$ cat config.mk
export PLATFORM = sky130hd
export DESIGN_NAME = bsc_ctrl
export DESIGN_NICKNAME = d
export VERILOG_FILES = /design/src/hw/rtl/bsc_pkg.sv /design/src/hw/rtl/bsc_ctrl.sv
export SDC_FILE = /design/constraint.sdc
export NUM_CORES = 1
export LEC_CHECK = 0
export ABC_AREA = 1
export BUFFER_PORTS_ARGS = -buffer_cell sky130_fd_sc_hd__buf_4
export CAP_MARGIN = 20
export CORE_AREA = 2 2 39 41
export DETAILED_ROUTE_END_ITERATION = 6
export DIE_AREA = 0 0 41 43
export GPL_TIMING_DRIVEN = 0
export PLACE_DENSITY = 0.33
export SLEW_MARGIN = 20
export SYNTH_ARGS = -nofsm -noshare
export SYNTH_HDL_FRONTEND = slang
export SYNTH_SLANG_ARGS = --single-unit
$ cat constraint.sdc
create_clock -name clock -period 1.4 [get_ports clock]
set_input_delay 0.21 -clock clock [delete_from_list [all_inputs] [get_ports clock]]
set_output_delay 0.21 -clock clock [all_outputs]
set_load 0.05 [all_outputs]
$ cat src/hw/rtl/bsc_pkg.sv
// Shared types and constants for the bitmap set/clear/find-first block.
`default_nettype none

package bsc_pkg;

   localparam int ACTION_W = 2;
   localparam int INDEX_W  = 9;
   localparam int SIZE_W   = 9;

   localparam logic [ACTION_W-1:0] ACT_SET   = 2'd0;
   localparam logic [ACTION_W-1:0] ACT_CLEAR = 2'd1;
   localparam logic [ACTION_W-1:0] ACT_QUERY = 2'd2;

   localparam logic [SIZE_W-1:0] SIZE_RESET = 9'd256;

   typedef struct packed {
      logic start;  // word accepted: capture request, restart scan
      logic run;    // scan step
      logic load;   // move result into output register
   } bsc_cmd_type;

   typedef struct packed {
      logic scan_done;
   } bsc_sts_type;

endpackage

`default_nettype wire

$ cat src/hw/rtl/bsc_ctrl.sv
// Controller: accept, scan sequencing and output register handshake.
`default_nettype none

module bsc_ctrl
   import bsc_pkg::*;
(
   input  wire logic        clock,
   input  wire logic        reset,
   input  wire logic        req_valid,
   output logic             req_ready,
   output logic             rsp_valid,
   input  wire logic        rsp_ready,
   input  wire bsc_sts_type sts,
   output bsc_cmd_type      cmd
);

   localparam logic [1:0] ST_IDLE = 2'd0;
   localparam logic [1:0] ST_SCAN = 2'd1;
   localparam logic [1:0] ST_FIN  = 2'd2;

   logic [1:0] state_ff, state_in;
   logic       rsp_valid_ff, rsp_valid_in;
   logic       out_free;

   assign req_ready = (state_ff == ST_IDLE);
   assign rsp_valid = rsp_valid_ff;
   assign out_free  = !rsp_valid_ff || rsp_ready;

   always_comb begin
      state_in     = state_ff;
      rsp_valid_in = rsp_valid_ff && !rsp_ready;
      cmd          = '0;
      unique case (state_ff)
         ST_IDLE: begin
            if (req_valid) begin
               cmd.start = 1'b1;
               state_in  = ST_SCAN;
            end
         end
         ST_SCAN: begin
            cmd.run = 1'b1;
            if (sts.scan_done) begin
               state_in = ST_FIN;
            end
         end
         ST_FIN: begin
            if (out_free) begin
               cmd.load     = 1'b1;
               rsp_valid_in = 1'b1;
               state_in     = ST_IDLE;
            end
         end
         default: begin
            state_in = ST_IDLE;
         end
      endcase
   end

   always_ff @(posedge clock) begin
      if (reset) begin
         state_ff     <= ST_IDLE;
         rsp_valid_ff <= 1'b0;
      end else begin
         state_ff     <= state_in;
         rsp_valid_ff <= rsp_valid_in;
      end
   end

endmodule

`default_nettype wire

==> results of run 1 <==
-- through the flow --
step | setup WS [ns] | hold WS (ns)
global route | 0.0718 | 0.134
floorplan | -0.0438 | 0.272
global placement | 0.279 | 0.393
CTS | 0.0177 | 0.143
detailed placement | 0.275 | 0.392
finish | 0.133 | 0.143
-- cell usage after synthesis --
cell type  number
inv_1           4
nor2_4          1
nand2_2         1
nor2_2          1
o21ba_2         1
a21oi_2         2
nand2_1         2
nor3_1          1
dfxtp_1         3
nand3_1         1
inv_2           1
nor2_1          2
-- worst min-delay path by stage --
stage / from / endpoint / slack [ns] / depth (start not counted)
after detailed placement: reset / state_ff[0]$_SDFFE_PP0P_ / 0.39 / 2
after CTS: reset / state_ff[1]$_SDFFE_PP0P_ / 0.14 / 2
after global routing: reset / state_ff[0]$_SDFFE_PP0P_ / 0.13 / 2
after global placement: reset / state_ff[1]$_SDFFE_PP0P_ / 0.39 / 2
after floorplan: reset / state_ff[0]$_SDFFE_PP0P_ / 0.27 / 1
final: reset / state_ff[0]$_SDFFE_PP0P_ / 0.14 / 2
-- routing by layer --
layer	global-route usage	up-vias
li1	-	85
met1	0.0703	64
met2	0.0719	12
met3	0.0785	0
met4	0.0200	0
met5	0	-
-- kinds of logic after synthesis --
group	count (synthesis)
simple gates	9
buf+inv	5
flops	3
compound gates	3
-- state kept, by name, indices dropped and copies added (netlist names) --
name,cells
rsp_valid,1
state_ff,2
-- where the power goes --
group	switching, mW	internal, mW
clock network	0.0453	0.107
logic	0.0503	0.0285
registers	0.00672	0.0907
-- worst max-delay path, delay by kind of cell (launching register included) --
| kind | cells | cell delay (ns) |
|---|---|---|
| flops | 1 | 0.39 |
| buf+inv | 2 | 0.29 |
| simple gates | 1 | 0.15 |
-- placed cells by master (no fill, tap or decap), types with 2 or more instances in the layout --
cell type,synthesis,final
clkbuf_4,0,3
inv_1,4,4
nand2_1,2,2
dfxtp_2,0,2
a21oi_2,2,2
nor2_4,1,2
buf_4,0,9
-- final cells by class --
type                    count  area (sq um)  share of cell area
repair buffers              9          67.6               0.238
inverters                   5          18.8              0.0661
multi-input cells          12          88.8               0.313
clock buffers               4          26.3              0.0925
flip-flops and latches      3          62.6               0.220
well taps                  16          20.0              0.0705
==> flow_summary.toml, run 1 <==
[setup_path]
critPathLaunch = "state_ff[1]$_SDFFE_PP0P_"
reg2regPathDepth = 4
worst_setup_path_start_kind = "flop"
cp_max_fo = 3
worst-r2r-setup-slack_ns = 0.58
end_kind = "primary output"
crit_required_ns = 1.19
r2r-start = "rsp_valid$_SDFF_PP0_"
endpoint = "cmd[0]"
max_stage_delay_ns = 0.39
worstSetupPathType = "flop to primary output"
worstPathArrival_ns = 1.06
critPathSlowestCell = "dfxtp_2"
r2r-end = "state_ff[1]$_SDFFE_PP0P_"
cp_cell_sequence = "inv_2 > nor3_2 > buf_4"

[final_layout]
n_antenna_cell = 0
fillers = 160
design_area_sq_um = 284
nNetsFinal = 39
drive_above_1_share = 0.697
utilization = 0.205
area_growth_pct = 83.1
final_cells = 49

[placed_design]
numPortBuffers = 9
hpwl_microns = 290
placed_area_sq_um = 255
gp_congestion = 0.646
dp_cells = 45

[drt]
avgViaCountPerCell = 3.29
route.detailed.drc = 0
firstDrtPassIters = 2
ant_nets = 0
wl_met3_microns = 76
drtIter0Drc = 3
drt-met1-wl_microns = 163
wl_per_cell_microns = 7.57
routed-via-count = 161
top_layer = "met3"
wl_met2_microns = 130
drt-total-wl_microns = 371

[sta]
setup_viol = 0
finalSetupTns_ns = 0
max_slew_margin = 0.857
rsz0062_at_grt = "no"
timing.final.crit_period_ns = 1.27
worstMarginPinSlew_ns = 0.213
maxSlewViolCount = 0
finClkSkew_ns = 0.000889
hold_viol = 0
period_share = 0.905
max_freq_mhz = 789

[clocking]
htree_levels = 1
clockBufferDepth = 2
post-cts-setup-buffers = 0
cts.sinks = 3
cts_tree = "built"
worstSkewPairLatency_ns = 0.23
cts_resized = 0
clk_pin_slew_ns = 0.04
numCtsBuffers = 3
postCtsHoldBufs = 0
cts_root_buffer = "clkbuf_4"

[pwr]
pwr_density_cell_nw_per_um2 = 1160
p_total_mw = 0.328
leakage_nw = 0.127
ir_drop_mv = 0.539

[floorplanning]
initial_core_util = 0.112
core_sq_um = 1380
row_count = 14
die_h_microns = 43
dieWidth_microns = 41
pin_count = 10
dieArea_sq_um = 1760

[synth]
synth_xor_area_frac = 0
ys_types = 12
synth_top_family_by_area = "simple AND/OR/NAND/NOR gates"
synth_nets = 25
syn_area_per_cell_sq_um = 7.76
yosys-top-cells-area = "dfxtp_1 39%, a21oi_2 11%, inv_1 9.7%"
synthesis.area_sq_um = 155
synthAdderAreaFrac = 0
synthMuxAreaShare = 0
ys_warn_count = 0
yosys.area.top_type = "dfxtp_1"
synth_cells = 20
synth_compound_area_frac = 0.177
synth_top_area_frac = 0.387
ys_ff_latch = 3
ys_seq_area_frac = 0.387
synth-simple-area-share = 0.315

[global_routing]
grt_pass1_vias = 160
grt_usage = 0.0631
grt_overflow = 0
grt_pass1_wl_microns = 669
grt_max_degree = 6
antenna_found_initial = 0

[worst_hold_path]
hp-class = "input port to flop"

[flow_run]
maxCapViolCount = 0

[status]
status = "complete, no violations"
Note: power is estimated with default switching activity, not from simulation.
==> run 2, diff against run 1 <==
Settings changed: REMOVE_ABC_BUFFERS from default to 1.
==> run 2 against run 1 <==
  * First-iteration DRC count down 33%
  * Setup slack worse by 0.022 ns
  * Critical path depth up 1
==> flow_summary.toml, run 2 (synthesis results as in run 1) <==
[clocking]
postCtsHoldBufs = 0
htree_levels = 1
clk_pin_slew_ns = 0.04
cts_root_buffer = "clkbuf_4"
cts.sinks = 3
numCtsBuffers = 3
clockBufferDepth = 2
worstSkewPairLatency_ns = 0.24
cts_tree = "built"

[final_layout]
n_antenna_cell = 0
drive_above_1_share = 0.606
top_register = "state_ff"
utilization = 0.195
multiInputGateArea_sq_um = 76.3
area_growth_pct = 74.2
regArea_sq_um = 61.3
nNetsFinal = 39
largest_reg_flops = 2
fillers = 160
layout_common_cells = "9 x buf_4, 4 x inv_1, 3 x clkbuf_4"
mostFrequentLayoutCell = "buf_4"

[sta]
max_slew_margin = 0.871
finalSetupTns_ns = 0
setup_viol = 0
worstMarginPinSlew_ns = 0.194
maxSlewViolCount = 0
period_share = 0.921
timing.final.crit_period_ns = 1.29
finClkSkew_ns = 0.00271
max_freq_mhz = 776
rsz0062_at_grt = "no"
hold_viol = 0

[floorplanning]
dieWidth_microns = 41
core_sq_um = 1380
row_count = 14
pin_count = 10
dieArea_sq_um = 1760
initial_core_util = 0.112
die_h_microns = 43

[setup_path]
worst_setup_path_start_kind = "flop"
cp_max_fo = 5
worstSetupPathType = "flop to primary output"
worst-r2r-setup-slack_ns = 0.57
end_kind = "primary output"
crit_required_ns = 1.19
worstPathArrival_ns = 1.08

[worst_hold_path]
hp-class = "input port to flop"

[drt]
avgViaCountPerCell = 3.41
ant_nets = 0
routed-via-count = 167
drtIter0Drc = 2
wl_per_cell_microns = 8.61
drt-total-wl_microns = 422
firstDrtPassIters = 3
route.detailed.drc = 0

[global_routing]
grt_pass1_wl_microns = 627
grt_max_degree = 6
antenna_found_initial = 0
grt_pass1_vias = 150
grt_overflow = 0
grt_usage = 0.0642

[flow_run]
maxCapViolCount = 0

[pwr]
pwr_density_cell_nw_per_um2 = 1240
ir_drop_mv = 0.313
leakage_nw = 0.123

[status]
status = "complete, no violations"

[placed_design]
hpwl_microns = 292
numPortBuffers = 9
gp_congestion = 0.629
run 2: cell types whose count changed in the layout (fill, tap and decap cells not counted):
cell / change
dfxtp_1: +1
dfxtp_2: -1
nor2_1: +1
nor2_4: -1
nor3_1: +1
nor3_2: -1
run 2: layout make-up:
cell class,instances,share of cell area
clock buffer,4,0.0972
inverter,5,0.0694
multi-input combinational,12,0.282
sequential,3,0.227
tap,16,0.0741
timing repair buffer,9,0.250
run 2: layer usage:
metal  routed length (microns)  up-vias  GRT usage  share of wire
met4                         0        0     0.0600              0
met5                         0        -          0              0
met3                        56        0     0.0785           0.13
li1                          -       86          -              -
met2                       195        7     0.0563           0.46
met1                       170       74     0.0705           0.40
run 2: path summary, 6_finish.rpt:
path / start / end / cells after the start
worst max-delay path: state_ff[0]$_SDFFE_PP0P_ / cmd[2] / 4
worst min register to register: state_ff[1]$_SDFFE_PP0P_ / state_ff[0]$_SDFFE_PP0P_ / 3
worst max register to register: state_ff[0]$_SDFFE_PP0P_ / state_ff[0]$_SDFFE_PP0P_ / 4
worst min-delay path: reset / state_ff[1]$_SDFFE_PP0P_ / 2
run 2: power by group:
part	switching [mW]	leakage, nW	total, mW	internal, mW
logic	0.0504	0.0832	0.0770	0.0266
clock network	0.0561	0.0150	0.164	0.108
registers	0.00518	0.0250	0.0952	0.0900
total	0.112	0.123	0.336	0.224
run 2: timing repair:
action | in CTS | in global routing
resized for setup | 0 | 1
endpoints found under the setup margin | 0 | 1
setup buffers | 0 | 0
run 2: per-stage QoR:
step	power [mW]	area (sq um)	worst slack, ns	cells	hold WS (ns)
after floorplan	0.146	155	-0.475	20	0.272
after global placement	0.173	243	0.340	45	0.399
after detailed placement	0.174	243	0.319	45	0.397
after CTS	0.346	269	0.0471	49	0.138
after global routing	0.357	270	0.0323	49	0.146
final	0.336	270	0.111	49	0.146
run 2: worst max-delay path, cell delays in order (launching register included):
cell and delay (ns):
dfxtp_1 0.35, nor2_1 0.15, nand2_1 0.09, inv_1 0.06, buf_4 0.18
