--- src/hw/rtl/bsc_pkg.sv ---
// Shared types and constants for the bitmap set/clear/find-first block.
`default_nettype none

package bsc_pkg;

   localparam int ACTION_W = 2;
   localparam int INDEX_W  = 9;
   localparam int SIZE_W   = 9;

   localparam logic [ACTION_W-1:0] ACT_SET   = 2'd0;
   localparam logic [ACTION_W-1:0] ACT_CLEAR = 2'd1;
   localparam logic [ACTION_W-1:0] ACT_QUERY = 2'd2;

   localparam logic [SIZE_W-1:0] SIZE_RESET = 9'd256;

   typedef struct packed {
      logic start;  // word accepted: capture request, restart scan
      logic run;    // scan step
      logic load;   // move result into output register
   } bsc_cmd_type;

   typedef struct packed {
      logic scan_done;
   } bsc_sts_type;

endpackage

`default_nettype wire

--- src/hw/rtl/bsc_datapath.sv ---
// Datapath: flag memory, size register, word scan with update, result register.
`default_nettype none

module bsc_datapath
   import bsc_pkg::*;
#(
   parameter int MAX_BITS  = 256,
   parameter int WORD_BITS = 8
) (
   input  wire logic                clock,
   input  wire logic                reset,
   input  wire logic                csr_wr_en,
   input  wire logic [SIZE_W-1:0]   csr_wr_data,
   input  wire logic [ACTION_W-1:0] req_action,
   input  wire logic [INDEX_W-1:0]  req_flag_index,
   input  wire bsc_cmd_type         cmd,
   output bsc_sts_type              sts,
   output logic                     rsp_status,
   output logic [INDEX_W-1:0]       rsp_first_set,
   output logic [INDEX_W-1:0]       rsp_first_clear,
   output logic                     rsp_full_res,
   output logic [INDEX_W-1:0]       rsp_set_count
);

   localparam int NUM_WORDS = (MAX_BITS + WORD_BITS - 1) / WORD_BITS;
   localparam int AW_RAW    = $clog2(NUM_WORDS);
   localparam int AW        = (AW_RAW < 1) ? 1 : AW_RAW;
   localparam int CNT_W     = $clog2(NUM_WORDS + 1);
   localparam int BW_RAW    = $clog2(WORD_BITS);
   localparam int BW        = (BW_RAW < 1) ? 1 : BW_RAW;
   localparam int POP_W     = $clog2(WORD_BITS + 1);
   localparam int PW_RAW    = $clog2(MAX_BITS + WORD_BITS + 1);
   localparam int PW        = (PW_RAW < INDEX_W) ? INDEX_W : PW_RAW;

   // size register
   logic [SIZE_W-1:0] size_ff;
   logic [PW-1:0]     lim;

   always_ff @(posedge clock) begin
      if (reset) begin
         size_ff <= SIZE_RESET;
      end else if (csr_wr_en) begin
         size_ff <= csr_wr_data;
      end
   end

   assign lim = (PW'(size_ff) > PW'(MAX_BITS)) ? PW'(MAX_BITS) : PW'(size_ff);

   // captured request
   logic          is_set_ff;
   logic          do_mod_ff;
   logic          oob_ff;
   logic [PW-1:0] pos_ff;
   logic          is_write;
   logic          oob;

   assign is_write = (req_action == ACT_SET) || (req_action == ACT_CLEAR);
   assign oob      = is_write &&
                     ((req_flag_index == '0) || (PW'(req_flag_index) > lim));

   always_ff @(posedge clock) begin
      if (cmd.start) begin
         is_set_ff <= (req_action == ACT_SET);
         do_mod_ff <= is_write && !oob;
         oob_ff    <= oob;
         pos_ff    <= PW'(req_flag_index) - PW'(1);
      end
   end

   // flag memory with per-word valid bits
   logic [WORD_BITS-1:0] mem [NUM_WORDS];
   logic [NUM_WORDS-1:0] valid_ff;
   logic [WORD_BITS-1:0] rd_data_ff;
   logic                 rd_vld_ff;
   logic [AW-1:0]        rd_addr_ff;
   logic [CNT_W-1:0]     cnt_ff;
   logic                 rd_en;
   logic                 proc_en;
   logic                 wr_en;
   logic [WORD_BITS-1:0] mod_word;

   assign rd_en         = cmd.run && (cnt_ff < CNT_W'(NUM_WORDS));
   assign proc_en       = cmd.run && (cnt_ff != '0);
   assign sts.scan_done = (cnt_ff == CNT_W'(NUM_WORDS));

   always_ff @(posedge clock) begin
      if (wr_en) begin
         mem[rd_addr_ff] <= mod_word;
      end
      if (rd_en) begin
         rd_data_ff <= mem[cnt_ff[AW-1:0]];
         rd_vld_ff  <= valid_ff[cnt_ff[AW-1:0]];
         rd_addr_ff <= cnt_ff[AW-1:0];
      end
   end

   always_ff @(posedge clock) begin
      if (reset) begin
         valid_ff <= '0;
      end else if (wr_en) begin
         valid_ff[rd_addr_ff] <= 1'b1;
      end
   end

   always_ff @(posedge clock) begin
      if (reset) begin
         cnt_ff <= '0;
      end else if (cmd.start) begin
         cnt_ff <= '0;
      end else if (cmd.run && !sts.scan_done) begin
         cnt_ff <= cnt_ff + CNT_W'(1);
      end
   end

   // per-word update and search
   logic [WORD_BITS-1:0] word;
   logic [PW-1:0]        diff;
   logic                 hit;
   logic [BW-1:0]        bit_sel;
   logic [WORD_BITS-1:0] in_range;
   logic [WORD_BITS-1:0] set_bits;
   logic [WORD_BITS-1:0] clr_bits;
   logic [POP_W-1:0]     ones;
   logic                 fs_found, fc_found;
   logic [BW-1:0]        fs_off, fc_off;

   logic [PW-1:0] base_ff, base_in;
   logic [PW-1:0] first_set_ff, first_set_in;
   logic [PW-1:0] first_clear_ff, first_clear_in;
   logic [PW-1:0] count_ff, count_in;

   always_comb begin
      word    = rd_vld_ff ? rd_data_ff : '0;
      diff    = pos_ff - base_ff;
      hit     = do_mod_ff && (pos_ff >= base_ff) && (diff < PW'(WORD_BITS));
      bit_sel = diff[BW-1:0];
      wr_en   = proc_en && hit;

      mod_word = word;
      if (hit) begin
         mod_word[bit_sel] = is_set_ff;
      end

      for (int b = 0; b < WORD_BITS; b++) begin
         in_range[b] = (base_ff + PW'(b)) < lim;
      end
      set_bits = mod_word & in_range;
      clr_bits = ~mod_word & in_range;

      ones = '0;
      for (int b = 0; b < WORD_BITS; b++) begin
         ones = ones + POP_W'(set_bits[b]);
      end

      fs_found = 1'b0;
      fs_off   = '0;
      fc_found = 1'b0;
      fc_off   = '0;
      for (int b = WORD_BITS - 1; b >= 0; b--) begin
         if (set_bits[b]) begin
            fs_found = 1'b1;
            fs_off   = BW'(b);
         end
         if (clr_bits[b]) begin
            fc_found = 1'b1;
            fc_off   = BW'(b);
         end
      end

      base_in        = base_ff;
      first_set_in   = first_set_ff;
      first_clear_in = first_clear_ff;
      count_in       = count_ff;
      if (cmd.start) begin
         base_in        = '0;
         first_set_in   = '0;
         first_clear_in = '0;
         count_in       = '0;
      end else if (proc_en) begin
         base_in  = base_ff + PW'(WORD_BITS);
         count_in = count_ff + PW'(ones);
         if ((first_set_ff == '0) && fs_found) begin
            first_set_in = base_ff + PW'(fs_off) + PW'(1);
         end
         if ((first_clear_ff == '0) && fc_found) begin
            first_clear_in = base_ff + PW'(fc_off) + PW'(1);
         end
      end
   end

   always_ff @(posedge clock) begin
      base_ff        <= base_in;
      first_set_ff   <= first_set_in;
      first_clear_ff <= first_clear_in;
      count_ff       <= count_in;
   end

   // output register
   always_ff @(posedge clock) begin
      if (cmd.load) begin
         rsp_status      <= oob_ff;
         rsp_first_set   <= first_set_ff[INDEX_W-1:0];
         rsp_first_clear <= first_clear_ff[INDEX_W-1:0];
         rsp_full_res    <= (first_clear_ff == '0);
         rsp_set_count   <= count_ff[INDEX_W-1:0];
      end
   end

endmodule

`default_nettype wire

--- config.mk ---
export PLATFORM = sky130hd
export DESIGN_NAME = bsc_datapath
export DESIGN_NICKNAME = d
export VERILOG_FILES = /design/src/hw/rtl/bsc_pkg.sv /design/src/hw/rtl/bsc_datapath.sv
export SDC_FILE = /design/constraint.sdc
export NUM_CORES = 1
export LEC_CHECK = 0
export ABC_AREA = 1
export BUFFER_PORTS_ARGS = -buffer_cell sky130_fd_sc_hd__clkbuf_2
export CORE_AREA = 2 2 198 161
export DETAILED_ROUTE_END_ITERATION = 16
export DIE_AREA = 0 0 200 163
export PLACE_DENSITY = 0.75
export SLEW_MARGIN = 10
export SYNTH_ARGS = -nofsm -noshare
export SYNTH_HDL_FRONTEND = slang
export SYNTH_SLANG_ARGS = --single-unit
--- constraint.sdc ---
create_clock -name clock -period 5.3 [get_ports clock]
set_input_delay 1.06 -clock clock [delete_from_list [all_inputs] [get_ports clock]]
set_output_delay 1.06 -clock clock [all_outputs]
set_load 0.02 [all_outputs]
==> results of run 1 <==
[sequential cells by signal, indices dropped and copies added, names as in the netlist, 9 cells and up]
signal,flops
valid_ff,32
rsp_first_clear,9
mem,256
count_ff,9
first_set_ff,9
pos_ff,9
first_clear_ff,9
rsp_set_count,9
size_ff,9
rsp_first_set,9
[per-stage QoR]
stage                     util (%)  std cells
after floorplan                  -       1561
after global placement        57.6       2004
after detailed placement      57.6       2004
after CTS                     61.8       2074
after global routing          62.4       2081
final                         62.4       2081
[report_power, final]
group          switching (uW)  total [uW]  internal, uW
Clock                    1150        2780          1640
Sequential               32.5        3390          3360
Combinational             404         581           177
[layer usage]
| metal | track usage [%] | vias to the layer above | routed length (um) |
|---|---|---|---|
| met2 | 38.0 | 600 | 18800 |
| li1 | - | 5696 | - |
| met1 | 40.5 | 5998 | 18500 |
| met4 | 6.67 | 0 | 773 |
| met3 | 6.03 | 66 | 4860 |
| met5 | 0 | - | 0 |
[cell usage after synthesis, types with 2 or more instances]
cell       instances  area share, %
nand2_2           12           0.44
buf_1              4          0.089
xnor2_1            5           0.26
inv_2              9           0.20
nand2_1          153            3.4
inv_1            102            2.3
ha_1              35            2.6
a31oi_1            3           0.11
fa_1               5           0.59
a22o_1             9           0.46
nor4_1             3           0.11
o21ai_0          188            5.5
o21a_1            34            1.5
nand3_1           62            1.8
o21ai_1            6           0.18
a221oi_1          10           0.52
edfxtp_1         311             55
xor2_1             6           0.31
clkinv_1           3          0.066
dfxtp_1           80            9.4
o21bai_1           4           0.18
o22ai_1           69            2.5
nor3_1            18           0.53
nand4_1           11           0.41
nor2_1           260            5.8
nand4_2            2           0.15
a21oi_2            3           0.15
a21oi_1           51            1.5
nand2_4            3           0.20
clkbuf_1          59            1.3
nor3b_1            2          0.089
a211oi_1           9           0.40
o21ai_2            2           0.10
a2111oi_0          2           0.10
nor2_2             3           0.11
nor2_4             3           0.20
nand3_2            8           0.47
[placed cells by master, fill, tap and decap left out, types with 10 or more instances in the layout]
| master | Yosys | final |
|---|---|---|
| a21oi_1 | 51 | 49 |
| a221oi_1 | 10 | 10 |
| buf_4 | 0 | 40 |
| clkbuf_1 | 59 | 14 |
| clkbuf_16 | 0 | 40 |
| clkbuf_2 | 0 | 55 |
| dfxtp_1 | 80 | 77 |
| edfxtp_1 | 311 | 311 |
| ha_1 | 35 | 32 |
| inv_1 | 102 | 99 |
| inv_2 | 9 | 11 |
| nand2_1 | 153 | 147 |
| nand2_2 | 12 | 18 |
| nand3_1 | 62 | 61 |
| nand4_1 | 11 | 11 |
| nor2_1 | 260 | 258 |
| nor3_1 | 18 | 16 |
| o21a_1 | 34 | 34 |
| o21ai_0 | 188 | 185 |
| o22ai_1 | 69 | 69 |
[cell families (layout without fill, tap and decap cells)]
group,Yosys count,in the layout
AND/OR/NAND/NOR,544,544
AO/OA/AOI/OAI,395,395
flip-flops,391,391
buffers and inverters,180,280
adder cells (fa/ha/maj),40,40
XOR/XNOR,11,11
[final timing paths]
| check | slack (ns) | cells after the start | endpoint | start |
|---|---|---|---|---|
| setup / recovery | 0.19 | 24 | count_ff[8] | size_ff[7] |
| setup reg to reg | 0.19 | 24 | count_ff[8] | size_ff[7] |
| hold / removal | 0.43 | 0 | rsp_set_count[8] | count_ff[8] |
| hold reg to reg | 0.43 | 0 | rsp_set_count[8] | count_ff[8] |
[worst max-delay path: stages, from the launching register on]
cell	delay [ns]
dfxtp_4	0.36
nor4_4	0.26
nand4_1	0.13
nand2_2	0.10
nand2_2	0.08
ha_4	0.29
nand4_1	0.15
nor2_2	0.19
nand2_2	0.11
o21ai_4	0.20
nand2_2	0.11
nand2_4	0.08
fa_1	0.44
fa_1	0.56
fa_1	0.44
fa_2	0.37
inv_2	0.08
fa_2	0.23
a31oi_4	0.10
nor3_4	0.23
nand2_1	0.09
nor2_2	0.12
nand2_1	0.07
o21ai_1	0.13
a21oi_1	0.06
[repair_timing]
item                       in CTS  in global routing
pin swaps                       0                 21
setup endpoints to repair       1                  4
buffers inserted                0                  7
gates resized for setup         1                 33
[cell type report]
| type | count | area (um^2) |
|---|---|---|
| inverter | 115 | 435 |
| sequential | 391 | 10900 |
| clock inverter | 13 | 179 |
| multi-input combinational | 990 | 5470 |
| fill | 2415 | 11600 |
| timing repair buffer | 95 | 576 |
| tap | 420 | 526 |
| clock buffer | 57 | 1090 |
==> results by group, run 1 <==
Run status
  – Status: completed

Timing
  – # setup viols final: 0
  – Clock skew: 0.0259 ns
  – Final Max Slew Viols: 0
  – Worst hold margin: 0.426 ns
  – Fmax: 0.196 GHz
  – Setup TNS Final: 0 ns
  – Final Cycle Share: 96.5%
  – RSZ-0062 raised after global routing: yes
  – Final Hold Viols: 0
  – Slew headroom: 17.1%
  – Tmin final: 5.11 ns
  – PnR worst setup slack: 0.186 ns
  – Actual slew at the worst max-slew pin: 1.24 ns

Logic synthesis
  – Mapped Area: 17000 um^2
  – Synth unique cells: 49
  – Syn nets: 1627
  – Simple logic cell fraction of the synthesized area: 14.0%
  – Synth async-reset ratio: 0%
  – Compound-Gate Fraction of Synth Area: 13.7%
  – Post-synthesis xor/xnor area fraction: 0.568%
  – Primary FF master, synth: edfxtp_1
  – Post-Synth Adder-Cell Area: 3.17%
  – Post-synth EDFFs: 311
  – Synth Register Bits: 391
  – Post-synthesis sequential area ratio: 64.5%
  – Synth warn: 0
  – Largest family of logic cells by synthesized area: simple AND/OR/NAND/NOR gates
  – Synth Instances: 1561
  – Mean post-synth cell area: 10.9 um^2
  – Mux cell area share after synthesis: 0%

Clock network
  – Total CTS buffers: 38
  – H-tree Lvls: 2
  – Clk pin slew, worst setup/hold paths: 0.06 ns
  – # hold bufs at CTS: 0
  – Worst-case clock buffer depth: 3
  – Root buffer cell: clkbuf_16
  – TritonCTS clock tree: yes
  – Clk_lat worst skew: 0.54 ns
  – CTS sink cnt: 391

Floorplanning
  – Die W: 200 um
  – Std cell rows: 58
  – Top-Level Pins: 56
  – DIE HEIGHT: 163 um
  – Core region area: 30800 um^2
  – Starting Density: 55.0%
  – Die footprint: 32600 um^2

Place
  – Hpwl dp: 26800 um
  – Routability Congestion: 0.921
  – Area after DPL: 17800 um^2
  – Setup WS pre-CTS: 0.0250 ns
  – Port Buffers: 55

Job
  – MaxCap Viol Count: 0

Setup path
  – CP required: 5.72 ns
  – Nature of the critical path startpoint: register
  – Worst Path Max Fanout: 3
  – Critical Path AT: 5.54 ns
  – CP Capture Type: register
  – Critical path class: reg -> reg

Hold path
  – Min-Delay Path Class: reg -> reg

Routing
  – DRT iter0 DRCs: 1622
  – Vias: 12360
  – Via-to-Cell Ratio: 5.94
  – Post-route ant nets: 0
  – WL per Instance: 20.6 um
  – Routed wire length: 42900 um
  – DR DRC count: 0
  – 1st-pass router iterations: 5

Pwr
  – VDD IR-drop max: 360 uV
  – Pwr dens: 351 nW/um^2
  – Total Power: 6750 uW
  – P_leak: 0.00715 uW

GRT
  – All-Layer GR Usage: 26.4%
  – Initial antenna violation count: 0
  – GR Overflow Total: 0
  – Vias in the first global route: 11463
  – Largest net degree at the start of global routing: 85
  – First-pass GRT wire length: 64900 um

Cells and area
  – Layout cell share with drive strength beyond 1: 13.5%
  – Final Cell Area: 19200 um^2
  – Layout Nets: 1697
  – Ant diodes: 0
  – Area Overhead vs Synth: 13.4%
Power figures use the tool's default switching activity.
==> inputs of run 2 (changes only) <==
--- a/config.mk
+++ b/config.mk
@@ -10,7 +10,7 @@
 export CORE_AREA = 2 2 198 161
 export DETAILED_ROUTE_END_ITERATION = 16
 export DIE_AREA = 0 0 200 163
-export PLACE_DENSITY = 0.75
+export PLACE_DENSITY_LB_ADDON = 0.08
 export SLEW_MARGIN = 10
 export SYNTH_ARGS = -nofsm -noshare
 export SYNTH_HDL_FRONTEND = slang
==> run 2 against run 1 <==
Effect of this change: sequential power about the same; largest power group unchanged; routed wire length down 1.3%; global-route usage down 0.076 points; largest cell class unchanged; sequential cell count unchanged.
==> results by group, run 2 (synthesis results as in run 1) <==
Floorplanning
  – Die W: 200 um (unchanged)
  – Top-Level Pins: 56 (unchanged)
  – Starting Density: 55.0% (unchanged)
  – Die footprint: 32600 um^2 (unchanged)
  – Core region area: 30800 um^2 (unchanged)
  – Std cell rows: 58 (unchanged)
  – DIE HEIGHT: 163 um (unchanged)

Timing
  – Slew headroom: 27.3% (+10 points)
  – Tmin final: 5.06 ns (-0.0552 ns)
  – Final Hold Viols: 0 (unchanged)
  – Clock skew: 0.0128 ns (-0.0131 ns)
  – # setup viols final: 0 (unchanged)
  – Final Max Slew Viols: 0 (unchanged)
  – Setup TNS Final: 0 ns (unchanged)
  – Fmax: 0.198 GHz (+1.1%)
  – RSZ-0062 raised after global routing: yes
  – Actual slew at the worst max-slew pin: 1.09 ns (-0.153 ns)
  – Final Cycle Share: 95.5% (-1.0 points)

Cells and area
  – Ant diodes: 0 (unchanged)
  – Largest regs: mem x256, valid_ff x32
  – Largest Register: mem
  – Layout cell share with drive strength beyond 1: 13.9% (+0.40 points)
  – Layout Nets: 1700 (+0.18%)
  – Area Overhead vs Synth: 13.2%
  – Commonest non-fill, non-tap cells in the layout: edfxtp_1 (311), nor2_1 (256), o21ai_0 (185), nand2_1 (149), inv_1 (100)
  – Fillcell total: 2516 (+4.2%)
  – Most common cell after layout, fill and taps aside: edfxtp_1
  – Largest register FFs: 256 (unchanged)

Routing
  – Via-to-Cell Ratio: 5.77 (-2.8%)
  – WL per Instance: 20.3 um (-1.5%)
  – Routed wire length: 42400 um (-1.3%)
  – DRT iter0 DRCs: 1189 (-27%)
  – Vias: 12030 (-2.7%)
  – DR DRC count: 0 (unchanged)
  – Post-route ant nets: 0 (unchanged)
  – 1st-pass router iterations: 5 (unchanged)

Setup path
  – Critical Path AT: 5.48 ns (-0.06 ns)
  – CP Capture Type: register
  – Worst Path Max Fanout: 3 (unchanged)
  – CP required: 5.73 ns (about the same)
  – Critical path class: reg -> reg
  – Nature of the critical path startpoint: register

Clock network
  – Total CTS buffers: 39 (+2.6%)
  – TritonCTS clock tree: yes
  – Worst-case clock buffer depth: 3 (unchanged)
  – H-tree Lvls: 2 (unchanged)
  – Root buffer cell: clkbuf_16
  – Clk pin slew, worst setup/hold paths: 0.07 ns (about the same)
  – CTS sink cnt: 391 (unchanged)
  – Clk_lat worst skew: 0.54 ns (about the same)
  – # hold bufs at CTS: 0 (unchanged)

Hold path
  – Min-Delay Path Class: reg -> reg

Pwr
  – VDD IR-drop max: 326 uV (-9.4%)
  – Pwr dens: 347 nW/um^2 (-1.1%)
  – P_leak: 0.00714 uW (-0.13%)
  – Total Power: 6670 uW (-1.3%)

Place
  – Routability Congestion: 0.916 (-0.48%)
  – Port Buffers: 55 (unchanged)
  – Hpwl dp: 26600 um (-0.94%)

GRT
  – Vias in the first global route: 11028 (-3.8%)
  – Largest net degree at the start of global routing: 86 (+1.2%)
  – GR Overflow Total: 0 (unchanged)
  – Initial antenna violation count: 0 (unchanged)
  – First-pass GRT wire length: 64100 um (-1.3%)
  – All-Layer GR Usage: 26.3% (-0.076 points)

Job
  – MaxCap Viol Count: 0 (unchanged)

Run status
  – Status: completed
## run 2: routing by layer
metal,wire (um),track usage [%],vias to the layer above
li1,-,-,5719
met1,20000,41.1,5851
met2,18400,38.0,410
met3,3380,5.51,50
met4,588,5.52,0
met5,0,0,-
## run 2: path summary, 6_finish.rpt
kind                      from                 end  slack, ns  cells after the start
max                 size_ff[7]         count_ff[8]       0.24                     24
min          first_clear_ff[6]  rsp_first_clear[6]       0.44                      0
max reg2reg         size_ff[7]         count_ff[8]       0.24                     24
min reg2reg  first_clear_ff[6]  rsp_first_clear[6]       0.44                      0
## run 2: timing repair
action                                  in CTS  in global routing
pin swaps                                    1                 20
gates resized for setup                      0                 25
endpoints found under the setup margin       1                  5
buffers inserted                             1                  8
## run 2: worst max-delay path: stages, from the launching register on
cell and delay, ns:
dfxtp_2 0.34, nor4_2 0.29, nand4_1 0.12, nand2_1 0.11, nand2_2 0.08, ha_4 0.27
nand4_1 0.16, nor2_2 0.20, nand2_2 0.10, o21ai_4 0.19, nand2_2 0.10, nand2_4 0.09
fa_2 0.46, fa_1 0.56, fa_1 0.43, fa_2 0.35, inv_2 0.08, fa_2 0.21
a31oi_2 0.09, nor3_2 0.22, nand2_1 0.10, nor2_2 0.12, nand2_1 0.07, o21ai_1 0.13
a21oi_1 0.06
## run 2: metrics by stage
stage | hold slack (ns) | std cells | setup slack [ns] | utilization, % | area (um^2)
floorplan | 0.400 | 1561 | 0.157 | - | 17000
global placement | 0.415 | 2004 | 0.0895 | 57.6 | 17800
detailed placement | 0.415 | 2004 | -0.000822 | 57.6 | 17800
CTS | 0.436 | 2076 | 0.0235 | 61.7 | 19000
global route | 0.447 | 2084 | -0.0738 | 62.2 | 19200
finish | 0.440 | 2084 | 0.241 | 62.2 | 19200
## run 2: final cells by class
type	count	area [um^2]	share of cell area, %
Multi-Input combinational cell	990	5430	28.3
Clock buffer	61	1180	6.15
Inverter	115	437	2.27
Clock inverter	10	80.1	0.417
Tap cell	420	526	2.74
Sequential cell	391	10900	57.0
Timing Repair Buffer	97	591	3.08
## run 2: report_power, final
| group | switching, uW | total [uW] | internal, uW |
|---|---|---|---|
| logic | 383 | 555 | 172 |
| clock network | 1140 | 2720 | 1580 |
| registers | 34.3 | 3390 | 3360 |
